### src/rtl/nrsp_pkg.sv
// shared types and constants for the neighbor reply snoop parser
// no dependencies
`default_nettype none

package nrsp_pkg;

  // depth of the queue between front and back, a power of two
  localparam int QUEUE_DEPTH = 4;

  localparam logic [15:0] ETYPE_VLAN = 16'h8100;
  localparam logic [15:0] ETYPE_QINQ = 16'h88A8;
  localparam logic [15:0] ETYPE_IPV6 = 16'h86DD;
  localparam logic [15:0] ETYPE_ARP  = 16'h0806;

  localparam logic [15:0] ARP_OP_REPLY   = 16'h0002;
  localparam logic [7:0]  NEXT_HDR_ICMP6 = 8'd58;
  localparam logic [7:0]  ICMP6_NA       = 8'd136;
  localparam logic [7:0]  OPT_TGT_LLADDR = 8'd2;

  localparam logic [15:0] VID_MASK = 16'h0fff;

  // one frame byte as classified by the front
  typedef struct packed {
    logic [7:0]  data;
    logic        last;
    logic [15:0] port;
    logic [11:0] vid;
    logic        eth_src;   // inside the ethernet source address
    logic        eth_type;  // inside the outer ethertype
    logic        eth_end;   // final byte of the ethernet header
    logic        beyond;    // offset counter already saturated
  } byte_info_t;

endpackage

`default_nettype wire

### src/rtl/nrsp_stream_if.sv
// valid/ready channel interfaces for frame bytes and neighbor results
// no dependencies
`default_nettype none

interface nrsp_in_if;
  logic        valid;
  logic        ready;
  logic [7:0]  packet_byte;
  logic        last_byte;
  logic [15:0] ingress_port;
  logic        tag_present;
  logic [15:0] tag_control;

  modport source (output valid, packet_byte, last_byte, ingress_port, tag_present,
                  tag_control, input ready);
  modport sink (input valid, packet_byte, last_byte, ingress_port, tag_present,
                tag_control, output ready);
endinterface

interface nrsp_out_if;
  logic        valid;
  logic        ready;
  logic [47:0] neighbor_mac;
  logic [63:0] addr_high;
  logic [63:0] addr_low;
  logic        family;
  logic [11:0] vlan_id;
  logic [15:0] port_out;

  modport source (output valid, neighbor_mac, addr_high, addr_low, family, vlan_id,
                  port_out, input ready);
  modport sink (input valid, neighbor_mac, addr_high, addr_low, family, vlan_id,
                port_out, output ready);
endinterface

`default_nettype wire

### src/rtl/nrsp_front.sv
// front: accepts frame bytes, tracks the byte offset and classifies header bytes
// depends on nrsp_pkg and nrsp_in_if
`default_nettype none

module nrsp_front import nrsp_pkg::*; #(
  parameter int OFFSET_BITS = 16
) (
  input  logic                   clk,
  input  logic                   rst,
  nrsp_in_if.sink                frame_in,
  output byte_info_t             item,
  output logic [OFFSET_BITS-1:0] offset,
  output logic                   push,
  input  logic                   push_ready
);

  localparam logic [OFFSET_BITS-1:0] OffsetCap    = '1;
  localparam logic [OFFSET_BITS-1:0] EthSrcFirst  = OFFSET_BITS'(6);
  localparam logic [OFFSET_BITS-1:0] EthSrcLast   = OFFSET_BITS'(11);
  localparam logic [OFFSET_BITS-1:0] EthTypeFirst = OFFSET_BITS'(12);
  localparam logic [OFFSET_BITS-1:0] EthTypeLast  = OFFSET_BITS'(13);

  logic [OFFSET_BITS-1:0] byte_offset;
  logic                   beyond;
  logic                   accept;

  assign frame_in.ready = push_ready;
  assign push           = frame_in.valid;
  assign accept         = frame_in.valid && push_ready;
  assign offset         = byte_offset;

  always_comb begin
    item.data     = frame_in.packet_byte;
    item.last     = frame_in.last_byte;
    item.port     = frame_in.ingress_port;
    item.vid      = frame_in.tag_present ? 12'(frame_in.tag_control & VID_MASK) : 12'd0;
    item.eth_src  = (byte_offset >= EthSrcFirst) && (byte_offset <= EthSrcLast);
    item.eth_type = (byte_offset >= EthTypeFirst) && (byte_offset <= EthTypeLast);
    item.eth_end  = (byte_offset == EthTypeLast);
    item.beyond   = beyond;
  end

  always_ff @(posedge clk) begin
    if (rst) begin
      byte_offset <= '0;
      beyond      <= 1'b0;
    end else if (accept) begin
      if (frame_in.last_byte) begin
        byte_offset <= '0;
        beyond      <= 1'b0;
      end else if (byte_offset == OffsetCap) begin
        beyond <= 1'b1;
      end else begin
        byte_offset <= byte_offset + 1'b1;
      end
    end
  end

endmodule

`default_nettype wire

### src/rtl/nrsp_queue.sv
// short queue between front and back of the parser
// depends on nrsp_pkg
`default_nettype none

module nrsp_queue import nrsp_pkg::*; #(
  parameter int OFFSET_BITS = 16
) (
  input  logic                   clk,
  input  logic                   rst,
  input  logic                   push,
  output logic                   push_ready,
  input  byte_info_t             item_in,
  input  logic [OFFSET_BITS-1:0] offset_in,
  input  logic                   pop,
  output logic                   head_valid,
  output byte_info_t             item_out,
  output logic [OFFSET_BITS-1:0] offset_out
);

  localparam int PtrW = $clog2(QUEUE_DEPTH);
  localparam int CntW = PtrW + 1;

  byte_info_t             slot_item   [QUEUE_DEPTH];
  logic [OFFSET_BITS-1:0] slot_offset [QUEUE_DEPTH];
  logic [PtrW-1:0]        wr_ptr;
  logic [PtrW-1:0]        rd_ptr;
  logic [CntW-1:0]        count;
  logic                   do_push;
  logic                   do_pop;

  assign push_ready = (count != CntW'(QUEUE_DEPTH));
  assign head_valid = (count != '0);
  assign do_push    = push && push_ready;
  assign do_pop     = pop && head_valid;
  assign item_out   = slot_item[rd_ptr];
  assign offset_out = slot_offset[rd_ptr];

  always_ff @(posedge clk) begin
    if (rst) begin
      wr_ptr <= '0;
      rd_ptr <= '0;
      count  <= '0;
    end else begin
      if (do_push) wr_ptr <= wr_ptr + 1'b1;
      if (do_pop) rd_ptr <= rd_ptr + 1'b1;
      unique case ({do_push, do_pop})
        2'b10:   count <= count + 1'b1;
        2'b01:   count <= count - 1'b1;
        default: count <= count;
      endcase
    end
  end

  always_ff @(posedge clk) begin
    if (do_push) begin
      slot_item[wr_ptr]   <= item_in;
      slot_offset[wr_ptr] <= offset_in;
    end
  end

endmodule

`default_nettype wire

### src/rtl/nrsp_back.sv
// back: per-byte parser state machine, field capture and result register
// depends on nrsp_pkg and nrsp_out_if
`default_nettype none

module nrsp_back import nrsp_pkg::*; #(
  parameter int MAX_TAGS    = 2,
  parameter int MAX_OPTIONS = 3,
  parameter int OFFSET_BITS = 16
) (
  input  logic                   clk,
  input  logic                   rst,
  input  logic                   head_valid,
  input  byte_info_t             item,
  input  logic [OFFSET_BITS-1:0] offset,
  output logic                   pop,
  nrsp_out_if.source             result_out
);

  localparam int TagW = (MAX_TAGS < 1) ? 1 : $clog2(MAX_TAGS + 1);
  localparam int OptW = $clog2(MAX_OPTIONS + 1);

  typedef enum logic [9:0] {
    ST_ETH     = 10'b00_0000_0001,
    ST_TAG     = 10'b00_0000_0010,
    ST_ARP     = 10'b00_0000_0100,
    ST_IP6     = 10'b00_0000_1000,
    ST_ICMP    = 10'b00_0001_0000,
    ST_OPT     = 10'b00_0010_0000,
    ST_OPT_MAC = 10'b00_0100_0000,
    ST_USE_SRC = 10'b00_1000_0000,
    ST_USE_OPT = 10'b01_0000_0000,
    ST_REJECT  = 10'b10_0000_0000
  } stage_t;

  // control state
  stage_t                 stage, stage_next;
  logic [TagW-1:0]        tag_count, tag_count_next;
  logic [OptW-1:0]        option_count, option_count_next;
  logic [OFFSET_BITS-1:0] section_start, section_start_next;
  logic                   arp_ok, arp_ok_next;
  logic                   tlla, tlla_next;
  // captured fields
  logic [15:0]            type_shift, type_shift_next;
  logic [7:0]             hw_len, hw_len_next;
  logic [47:0]            src_mac, src_mac_next;
  logic [47:0]            found_mac, found_mac_next;
  logic [63:0]            cap_high, cap_high_next;
  logic [63:0]            cap_low, cap_low_next;
  // result register
  logic                   out_valid;
  logic [47:0]            res_mac;
  logic [63:0]            res_high;
  logic [63:0]            res_low;
  logic                   res_family;
  logic [11:0]            res_vid;
  logic [15:0]            res_port;

  logic                   slot_free;
  logic [OFFSET_BITS-1:0] r;
  logic [OFFSET_BITS-1:0] next_start;
  logic [15:0]            ts_shift;
  logic [47:0]            mac_shift;
  logic [TagW-1:0]        tag_inc;
  logic [OptW-1:0]        opt_inc;
  logic [8:0]             arp_lo;
  logic [8:0]             arp_hi;
  logic [8:0]             arp_need;
  logic [10:0]            span_end;
  logic                   is_arp_res;
  logic                   is_nd_res;
  logic                   emit;

  function automatic stage_t dispatch_stage(input logic [15:0] etype, input logic tags_left);
    stage_t st;
    priority if ((etype == ETYPE_VLAN || etype == ETYPE_QINQ) && tags_left) st = ST_TAG;
    else if (etype == ETYPE_IPV6) st = ST_IP6;
    else if (etype == ETYPE_ARP) st = ST_ARP;
    else st = ST_REJECT;
    return st;
  endfunction

  assign slot_free  = !out_valid || result_out.ready;
  assign pop        = head_valid && (!item.last || slot_free);
  assign r          = offset - section_start;
  assign next_start = offset + 1'b1;
  assign ts_shift   = {type_shift[7:0], item.data};
  assign mac_shift  = {found_mac[39:0], item.data};
  assign tag_inc    = tag_count + 1'b1;
  assign opt_inc    = option_count + 1'b1;
  assign arp_lo     = {1'b0, hw_len} + 9'd8;
  assign arp_hi     = arp_lo + 9'd3;
  assign arp_need   = (hw_len < 8'd2) ? 9'd13 : ({1'b0, hw_len} + 9'd11);
  assign span_end   = {hw_len, 3'b000} - 11'd1;

  always_comb begin
    stage_next         = stage;
    tag_count_next     = tag_count;
    option_count_next  = option_count;
    section_start_next = section_start;
    arp_ok_next        = arp_ok;
    tlla_next          = tlla;
    type_shift_next    = type_shift;
    hw_len_next        = hw_len;
    src_mac_next       = src_mac;
    found_mac_next     = found_mac;
    cap_high_next      = cap_high;
    cap_low_next       = cap_low;

    if (pop) begin
      if (item.beyond) begin
        // past the offset limit no field is seen
        if (stage == ST_OPT) stage_next = ST_USE_SRC;
        else if (stage == ST_OPT_MAC) stage_next = ST_REJECT;
      end else begin
        unique case (stage)
          ST_ETH: begin
            if (item.eth_src) src_mac_next = {src_mac[39:0], item.data};
            if (item.eth_type) type_shift_next = ts_shift;
            if (item.eth_end) begin
              section_start_next = next_start;
              stage_next = dispatch_stage(ts_shift, tag_count < TagW'(MAX_TAGS));
            end
          end
          ST_TAG: begin
            if (r >= OFFSET_BITS'(2)) type_shift_next = ts_shift;
            if (r == OFFSET_BITS'(3)) begin
              tag_count_next     = tag_inc;
              section_start_next = next_start;
              stage_next = dispatch_stage(ts_shift, tag_inc < TagW'(MAX_TAGS));
            end
          end
          ST_ARP: begin
            if (r == OFFSET_BITS'(4)) hw_len_next = item.data;
            if (r == OFFSET_BITS'(6) || r == OFFSET_BITS'(7)) type_shift_next = ts_shift;
            if (r == OFFSET_BITS'(7) && ts_shift != ARP_OP_REPLY) begin
              stage_next = ST_REJECT;
            end else begin
              // sender hardware address, then sender protocol address
              if (r >= OFFSET_BITS'(8) && r <= OFFSET_BITS'(13)) found_mac_next = mac_shift;
              if (r >= OFFSET_BITS'(arp_lo) && r <= OFFSET_BITS'(arp_hi))
                cap_low_next = {cap_low[55:0], item.data};
              if (r == OFFSET_BITS'(arp_need)) arp_ok_next = 1'b1;
            end
          end
          ST_IP6: begin
            if (r == OFFSET_BITS'(6) && item.data != NEXT_HDR_ICMP6) begin
              stage_next = ST_REJECT;
            end else if (r == OFFSET_BITS'(39)) begin
              section_start_next = next_start;
              stage_next = ST_ICMP;
            end
          end
          ST_ICMP: begin
            if (r == OFFSET_BITS'(0) && item.data != ICMP6_NA) begin
              stage_next = ST_REJECT;
            end else begin
              if (r >= OFFSET_BITS'(8) && r <= OFFSET_BITS'(15))
                cap_high_next = {cap_high[55:0], item.data};
              if (r >= OFFSET_BITS'(16) && r <= OFFSET_BITS'(23))
                cap_low_next = {cap_low[55:0], item.data};
              if (r == OFFSET_BITS'(23)) begin
                section_start_next = next_start;
                option_count_next  = '0;
                tlla_next          = 1'b0;
                stage_next         = ST_OPT;
              end
            end
          end
          ST_OPT: begin
            if (r == OFFSET_BITS'(0)) begin
              tlla_next = (item.data == OPT_TGT_LLADDR);
            end else if (r == OFFSET_BITS'(1)) begin
              hw_len_next = item.data;
              if (item.data == 8'd0) stage_next = tlla ? ST_OPT_MAC : ST_USE_SRC;
            end else begin
              if (tlla && r <= OFFSET_BITS'(7)) found_mac_next = mac_shift;
              if (r == OFFSET_BITS'(span_end)) begin
                if (tlla) begin
                  stage_next = ST_USE_OPT;
                end else begin
                  option_count_next = opt_inc;
                  if (opt_inc >= OptW'(MAX_OPTIONS)) stage_next = ST_USE_SRC;
                  else section_start_next = next_start;
                end
              end
            end
          end
          ST_OPT_MAC: begin
            if (r >= OFFSET_BITS'(2) && r <= OFFSET_BITS'(7)) found_mac_next = mac_shift;
            if (r == OFFSET_BITS'(7)) stage_next = ST_USE_OPT;
          end
          default: begin
          end
        endcase
      end
    end
  end

  assign is_arp_res = (stage_next == ST_ARP) && arp_ok_next;
  assign is_nd_res  = (stage_next == ST_OPT) || (stage_next == ST_USE_SRC) ||
                      (stage_next == ST_USE_OPT);
  assign emit       = pop && item.last && (is_arp_res || is_nd_res);

  always_ff @(posedge clk) begin
    if (rst || (pop && item.last)) begin
      stage         <= ST_ETH;
      tag_count     <= '0;
      option_count  <= '0;
      section_start <= '0;
      arp_ok        <= 1'b0;
      tlla          <= 1'b0;
    end else begin
      stage         <= stage_next;
      tag_count     <= tag_count_next;
      option_count  <= option_count_next;
      section_start <= section_start_next;
      arp_ok        <= arp_ok_next;
      tlla          <= tlla_next;
    end
  end

  always_ff @(posedge clk) begin
    type_shift <= type_shift_next;
    hw_len     <= hw_len_next;
    src_mac    <= src_mac_next;
    found_mac  <= found_mac_next;
    cap_high   <= cap_high_next;
    cap_low    <= cap_low_next;
  end

  always_ff @(posedge clk) begin
    if (rst) begin
      out_valid <= 1'b0;
    end else if (emit) begin
      out_valid <= 1'b1;
    end else if (result_out.ready) begin
      out_valid <= 1'b0;
    end
  end

  always_ff @(posedge clk) begin
    if (emit) begin
      res_mac    <= (is_arp_res || stage_next == ST_USE_OPT) ? found_mac_next : src_mac_next;
      res_high   <= is_arp_res ? 64'd0 : cap_high_next;
      res_low    <= is_arp_res ? {32'd0, cap_low_next[31:0]} : cap_low_next;
      res_family <= !is_arp_res;
      res_vid    <= item.vid;
      res_port   <= item.port;
    end
  end

  assign result_out.valid        = out_valid;
  assign result_out.neighbor_mac = res_mac;
  assign result_out.addr_high    = res_high;
  assign result_out.addr_low     = res_low;
  assign result_out.family       = res_family;
  assign result_out.vlan_id      = res_vid;
  assign result_out.port_out     = res_port;

endmodule

`default_nettype wire

### src/rtl/neighbor_reply_snoop_parser_unit.sv
// top level of the neighbor reply snoop parser: front, queue and back
// depends on nrsp_pkg, nrsp_stream_if, nrsp_front, nrsp_queue, nrsp_back
//
// usage
// - frame_in carries one frame byte per transaction with its last-byte mark,
//   ingress port and stripped vlan tag; metadata is taken from the last byte
// - result_out carries at most one neighbor entry per frame: arp replies give
//   the sender mac and ipv4 address, neighbor advertisements give the target
//   ipv6 address and the target link-layer mac or else the ethernet source
// - throughput: one byte per cycle sustained unless result_out stalls; the
//   front counts offsets and classifies header bytes, the back updates its
//   parser state once per byte from the queue head; a frame's last byte is
//   queued, then its parser step loads the result register
// - rejected frames, and frames cut before a full entry, give no result
// - reset (synchronous, active high) empties the queue, drops a pending result
//   and returns the parser to the ethernet header
// - when result_out stalls the result is held; further bytes keep flowing
//   until the parser reaches the next last byte, then the queue fills and
//   frame_in.ready drops
`default_nettype none

module neighbor_reply_snoop_parser_unit import nrsp_pkg::*; #(
  parameter int MAX_TAGS    = 2,
  parameter int MAX_OPTIONS = 3,
  parameter int OFFSET_BITS = 16
) (
  input  logic       clk,
  input  logic       rst,
  nrsp_in_if.sink    frame_in,
  nrsp_out_if.source result_out
);

  // front to queue
  byte_info_t             front_item;
  logic [OFFSET_BITS-1:0] front_offset;
  logic                   front_push;
  logic                   front_ready;
  // queue to back
  byte_info_t             head_item;
  logic [OFFSET_BITS-1:0] head_offset;
  logic                   head_valid;
  logic                   head_pop;

  // offset tracking and header byte classification
  nrsp_front #(
    .OFFSET_BITS (OFFSET_BITS)
  ) u_front (
    .clk        (clk),
    .rst        (rst),
    .frame_in   (frame_in),
    .item       (front_item),
    .offset     (front_offset),
    .push       (front_push),
    .push_ready (front_ready)
  );

  // decouples byte intake from a stalled result
  nrsp_queue #(
    .OFFSET_BITS (OFFSET_BITS)
  ) u_queue (
    .clk        (clk),
    .rst        (rst),
    .push       (front_push),
    .push_ready (front_ready),
    .item_in    (front_item),
    .offset_in  (front_offset),
    .pop        (head_pop),
    .head_valid (head_valid),
    .item_out   (head_item),
    .offset_out (head_offset)
  );

  // parser state machine and result register
  nrsp_back #(
    .MAX_TAGS    (MAX_TAGS),
    .MAX_OPTIONS (MAX_OPTIONS),
    .OFFSET_BITS (OFFSET_BITS)
  ) u_back (
    .clk        (clk),
    .rst        (rst),
    .head_valid (head_valid),
    .item       (head_item),
    .offset     (head_offset),
    .pop        (head_pop),
    .result_out (result_out)
  );

endmodule

`default_nettype wire

### src/flat_wrapper.sv
// flat-port wrapper written by rule: the top's interface ports become plain ports
module neighbor_reply_snoop_parser_unit_flat import nrsp_pkg::*;
#(
  parameter int MAX_TAGS    = 2,
  parameter int MAX_OPTIONS = 3,
  parameter int OFFSET_BITS = 16
)
  (clk, rst, frame_in_valid, frame_in_packet_byte, frame_in_last_byte, frame_in_ingress_port, frame_in_tag_present, frame_in_tag_control, frame_in_ready, result_out_valid, result_out_neighbor_mac, result_out_addr_high, result_out_addr_low, result_out_family, result_out_vlan_id, result_out_port_out, result_out_ready);
  nrsp_in_if frame_in_i ();
  nrsp_out_if result_out_i ();
  input  logic clk;
  input  logic rst;
  input wire logic [$bits(frame_in_i.valid)-1:0] frame_in_valid;
  input wire logic [$bits(frame_in_i.packet_byte)-1:0] frame_in_packet_byte;
  input wire logic [$bits(frame_in_i.last_byte)-1:0] frame_in_last_byte;
  input wire logic [$bits(frame_in_i.ingress_port)-1:0] frame_in_ingress_port;
  input wire logic [$bits(frame_in_i.tag_present)-1:0] frame_in_tag_present;
  input wire logic [$bits(frame_in_i.tag_control)-1:0] frame_in_tag_control;
  output wire logic [$bits(frame_in_i.ready)-1:0] frame_in_ready;
  output wire logic [$bits(result_out_i.valid)-1:0] result_out_valid;
  output wire logic [$bits(result_out_i.neighbor_mac)-1:0] result_out_neighbor_mac;
  output wire logic [$bits(result_out_i.addr_high)-1:0] result_out_addr_high;
  output wire logic [$bits(result_out_i.addr_low)-1:0] result_out_addr_low;
  output wire logic [$bits(result_out_i.family)-1:0] result_out_family;
  output wire logic [$bits(result_out_i.vlan_id)-1:0] result_out_vlan_id;
  output wire logic [$bits(result_out_i.port_out)-1:0] result_out_port_out;
  input wire logic [$bits(result_out_i.ready)-1:0] result_out_ready;
  assign frame_in_i.valid = frame_in_valid;
  assign frame_in_i.packet_byte = frame_in_packet_byte;
  assign frame_in_i.last_byte = frame_in_last_byte;
  assign frame_in_i.ingress_port = frame_in_ingress_port;
  assign frame_in_i.tag_present = frame_in_tag_present;
  assign frame_in_i.tag_control = frame_in_tag_control;
  assign frame_in_ready = frame_in_i.ready;
  assign result_out_valid = result_out_i.valid;
  assign result_out_neighbor_mac = result_out_i.neighbor_mac;
  assign result_out_addr_high = result_out_i.addr_high;
  assign result_out_addr_low = result_out_i.addr_low;
  assign result_out_family = result_out_i.family;
  assign result_out_vlan_id = result_out_i.vlan_id;
  assign result_out_port_out = result_out_i.port_out;
  assign result_out_i.ready = result_out_ready;
  neighbor_reply_snoop_parser_unit #(.MAX_TAGS(MAX_TAGS), .MAX_OPTIONS(MAX_OPTIONS), .OFFSET_BITS(OFFSET_BITS)) u_core (.clk(clk), .rst(rst), .frame_in(frame_in_i), .result_out(result_out_i));
endmodule
### config.mk
export PLATFORM = sky130hd
export DESIGN_NAME = neighbor_reply_snoop_parser_unit_flat
export DESIGN_NICKNAME = d
export VERILOG_FILES = /design/src/rtl/nrsp_pkg.sv /design/src/rtl/nrsp_stream_if.sv /design/src/rtl/nrsp_front.sv /design/src/rtl/nrsp_queue.sv /design/src/rtl/nrsp_back.sv /design/src/rtl/neighbor_reply_snoop_parser_unit.sv /design/src/flat_wrapper.sv
export SDC_FILE = /design/constraint.sdc
export NUM_CORES = 1
export LEC_CHECK = 0
export BUFFER_PORTS_ARGS = -buffer_cell sky130_fd_sc_hd__buf_2
export CAP_MARGIN = 20
export CORE_ASPECT_RATIO = 2
export CORE_MARGIN = 8
export CORE_UTILIZATION = 43
export DETAILED_ROUTE_END_ITERATION = 10
export GPL_ROUTABILITY_DRIVEN = 0
export PLACE_DENSITY = 0.62
export SYNTH_ARGS = -nofsm -noshare
export SYNTH_HDL_FRONTEND = slang
export SYNTH_SLANG_ARGS = --single-unit
export TNS_END_PERCENT = 100
### constraint.sdc
create_clock -name clk -period 22.8 [get_ports clk]
set_clock_uncertainty 0.15 [all_clocks]
set_input_delay 6.84 -clock clk [delete_from_list [all_inputs] [get_ports clk]]
set_output_delay 6.84 -clock clk [all_outputs]
set_load 0.05 [all_outputs]
==> implementation parameters <==
Parameter                              Value

Power
  Cell Pwr Density ... 116 nW/um^2
  Worst ir drop on vdd ... roughly 150 uV
  Overall power after layout ... 3940 uW
  Static leakage power ... around 0.012 uW

Floorplanning
  Initial Util ... a little over two fifths
  Horizontal die dimension ... approximately 200 um
  Number of top-level pins ... 253
  Die outline area ... 77700 sq um
  Number of placement rows ... between 100 and 150
  Core area ... 68200 sq um
  Die height ... roughly 390 um

Yosys
  Count of different cell masters after synthesis ... 83
  Mean instance size in the synthesized netlist ... about 14 sq um
  Leading post-synthesis cells by cell area ... sky130_fd_sc_hd__edfxtp_1 46%, sky130_fd_sc_hd__dfxtp_1 19%, sky130_fd_sc_hd__mux2_2 7.2%
  Share of the yosys chip area belonging to registers ... 64.9%
  Post-synth top area cell ... sky130_fd_sc_hd__edfxtp_1
  Commonest cells in the netlist ... 449 x sky130_fd_sc_hd__edfxtp_1, 283 x sky130_fd_sc_hd__dfxtp_1, 259 x sky130_fd_sc_hd__nand2_1, 188 x sky130_fd_sc_hd__mux2_2, 115 x sky130_fd_sc_hd__nor2_1
  Seq cells post-synth ... ~730
  Post-synth EDFFs ... approximately 450
  Synthesized netlist cell count ... approximately 2200
  Number of nets produced by synthesis ... between 2000 and 2500
  Top FF cell, synth ... sky130_fd_sc_hd__edfxtp_1
  Synthesized cell area ... roughly 29000 sq um
  Post-synth top area share ... approximately 46%
  Async set-or-reset flop fraction in the synthesized netlist ... 0%
  Leading cell type by number of instances after synthesis ... sky130_fd_sc_hd__edfxtp_1
  Count of warnings emitted by yosys ... 0

Global route
  Number of antenna violations at the first check in global routing ... 2
  First-pass GRT wire length ... 101 mm
  Via count of the first global-routing pass ... approximately 18000
  Pin count of the biggest net entering global routing ... 73
  Total Routing Usage GR ... 16.5%
  Total overflow reported by the global router ... 0

Route
  Via-to-Cell Ratio ... 5.30
  Router iterations before antenna repair ... 6
  Routed wire length ... between 60 and 70 mm
  Number of antenna-violating nets in the routed design ... 0
  DRC violation total after the first TritonRoute iteration ... roughly 1100
  DRC viols ... 0
  Vias ... between 15000 and 20000
  Wire per inst ... just under 20 um

Min path
  Worst hold path stage count ... 2
  Startpoint of the tightest hold check path ... u_core.u_back.cap_high[56]$_DFF_P_
  Worst min-delay path class ... register to register
  WHS Endpoint ... u_core.u_back.cap_high[56]$_DFF_P_

Worst setup path
  Data arrival time of the critical path ... ~12 ns
  Type of destination of the critical path ... register
  Reg2Reg Capture Point ... u_core.u_back.result_out.addr_high[33]$_SDFFCE_PN0P_
  Critical path type ... input port to register
  Worst-case reg-to-reg path depth ... 20
  Highest net fanout along the worst path ... 72
  Startpoint Class ... input port
  Required @ worst endpoint ... 22.90 ns
  Reg2Reg Setup Slack ... between 10 and 15 ns

STA
  Shortest period the worst path allows ... 12.08 ns
  Setup repair after global routing missed its margin ... false
  Hold slack final ... around 0.29 ns
  Max-slew violation count ... 0
  Headroom to the max-slew limit ... approximately a third
  Final Hold Fails ... 0
  Worst-case setup margin in the final layout ... 10.72 ns
  Final Cycle Share ... a little over half
  Final Setup Violations ... 0
  Highest clock frequency the design can meet ... about 0.083 GHz
  Worst Max-Slew Pin Slew ... 0.977 ns
  Summed negative setup slack over all endpoints ... 0 ns

Status
  Result of the run ... finished clean

Final layout
  Signed area change from the synthesized netlist to the final layout ... 15.0%
  Fin util ... 49.7%
  Layout cell share with drive strength beyond 1 ... 27.6%
  Layout net count ... about 2500

Place
  Final HPWL DP ... ~43 mm
  Pre-CTS setup slack ... around 9.5 ns
  Number of buffers inserted by port buffering ... about 250

Clock tree
  Clock Sinks ... ~730
  Number of cells upsized or downsized after cts ... 0
  Clock-pin slew on the worst setup and hold paths ... ~0.070 ns
  Clock buffer depth ... 3
  Buffers inserted during post-CTS setup optimization ... 0
  Number of hold buffers added after CTS ... 0
  TritonCTS Buffers ... slightly above 60
  Clock insertion delay at the later pin of the skew report ... approximately 0.65 ns
  TritonCTS clock tree ... yes
  Number of H-tree branching levels ... 2
  Buffer cell driving the clock tree root ... sky130_fd_sc_hd__clkbuf_16

Flow run
  Number of violations of the max-capacitance limit ... 0
-- where the power goes --
group          internal (uW)  total (uW)  switching (uW)
sequential              1540        1580            45.8
combinational            505        1230             728
clock                    641        1120             483
-- flip-flops by register name, summed over array words and instances (netlist names), 8 cells and up, named ones only --
signal	cells
u_core.u_back.type_shift	8
u_core.u_back.cap_high	64
u_core.u_back.result_out.addr_high	64
u_core.u_front.offset	16
u_core.u_queue.slot_offset	64
u_core.u_back.result_out.vlan_id	12
u_core.u_back.result_out.addr_low	64
u_core.u_back.src_mac	48
u_core.u_back.stage	10
u_core.u_back.result_out.neighbor_mac	48
u_core.u_back.found_mac	48
u_core.u_back.section_start	16
u_core.u_back.hw_len	8
u_core.u_back.cap_low	64
u_core.u_back.result_out.port_out	16
u_core.u_queue.slot_item	164
-- cells by family (layout without fill, tap and decap cells) --
| logic type | Yosys count | after routing | synth area share, % |
|---|---|---|---|
| AOI/OAI and AO/OA | 276 | 276 | 6.20 |
| xor gates and xnor gates | 77 | 77 | 2.29 |
| adders and majority gates | 52 | 52 | 2.26 |
| buffers and inverters | 155 | 448 | 2.14 |
| DFF | 732 | 732 | 64.9 |
| muxes | 273 | 273 | 12.7 |
| other | 0 | 1 | 0 |
| and+or+nand+nor | 591 | 591 | 9.44 |
-- cell type report --
| type | instances | area, sq um |
|---|---|---|
| clock inverter | 37 | 503 |
| fill | 5992 | 34300 |
| sequential | 732 | 19200 |
| clock buffer | 78 | 1680 |
| inverter | 57 | 214 |
| tap | 897 | 1120 |
| multi-input combinational | 1269 | 9760 |
| antenna | 1 | 2.50 |
| timing repair buffer | 276 | 1470 |
-- critical path, stage by stage --
cell,delay (ns)
sky130_fd_sc_hd__buf_2,0.10
sky130_fd_sc_hd__inv_1,0.04
sky130_fd_sc_hd__a31oi_1,0.22
sky130_fd_sc_hd__buf_4,0.22
sky130_fd_sc_hd__nand2_1,0.34
sky130_fd_sc_hd__a31oi_1,0.44
sky130_fd_sc_hd__nand4_1,0.32
sky130_fd_sc_hd__o211ai_1,0.29
sky130_fd_sc_hd__or4_1,0.14
sky130_fd_sc_hd__nand2_1,0.09
sky130_fd_sc_hd__and4b_1,0.27
sky130_fd_sc_hd__a211oi_1,0.14
sky130_fd_sc_hd__nor2_4,0.37
sky130_fd_sc_hd__buf_4,0.71
sky130_fd_sc_hd__buf_4,0.70
sky130_fd_sc_hd__buf_4,0.83
-- layout by cell type (no fill, tap or decap), types with 33 or more instances in the layout --
cell type / Yosys / final
sky130_fd_sc_hd__a21oi_1: 101 / 101
sky130_fd_sc_hd__buf_2: 9 / 248
sky130_fd_sc_hd__clkbuf_16: 0 / 63
sky130_fd_sc_hd__dfxtp_1: 283 / 281
sky130_fd_sc_hd__edfxtp_1: 449 / 449
sky130_fd_sc_hd__ha_1: 50 / 50
sky130_fd_sc_hd__inv_1: 56 / 56
sky130_fd_sc_hd__mux2_2: 188 / 188
sky130_fd_sc_hd__mux4_2: 55 / 55
sky130_fd_sc_hd__nand2_1: 259 / 258
sky130_fd_sc_hd__nand3_1: 48 / 48
sky130_fd_sc_hd__nor2_1: 115 / 113
sky130_fd_sc_hd__o31a_1: 33 / 33
sky130_fd_sc_hd__xnor2_1: 39 / 39
sky130_fd_sc_hd__xor2_1: 38 / 38
-- routing by layer --
metal  wire length (um)  part of all wire (%)  track usage (%)  vias to the layer above
met5                  0                     0                0                        -
met3               4690                   7.1             4.34                      114
li1                   -                     -                -                     8442
met4               1800                   2.7             5.20                        0
met2              31100                    47             27.1                      533
met1              28100                    43             21.2                     8659
-- stage by stage --
stage	instances	instance area, sq um
global placement	3228	31700
finish	3347	33900
floorplan	2156	29500
CTS	3343	33900
global route	3346	33900
detailed placement	3228	31700
-- how the worst max path moves through the flow --
stage                     start  cells past startpoint                                                    to  slack, ns
6_report       result_out_ready                     16  u_core.u_back.result_out.addr_high[33]$_SDFFCE_PN0P_      10.72
5_1_grt        result_out_ready                     16       u_core.u_back.result_out.addr_low[27]$_DFFE_PP_      10.41
4_1_cts        result_out_ready                     16  u_core.u_back.result_out.addr_high[30]$_SDFFCE_PN0P_      10.16
3_5_place_dp   result_out_ready                     16  u_core.u_back.result_out.addr_high[57]$_SDFFCE_PN0P_       9.50
3_3_place_gp   result_out_ready                     16  u_core.u_back.result_out.addr_high[57]$_SDFFCE_PN0P_       9.52
2_1_floorplan  result_out_ready                     10   u_core.u_back.result_out.addr_high[0]$_SDFFCE_PN0P_       4.40
Note: power is estimated with default switching activity, not from simulation.
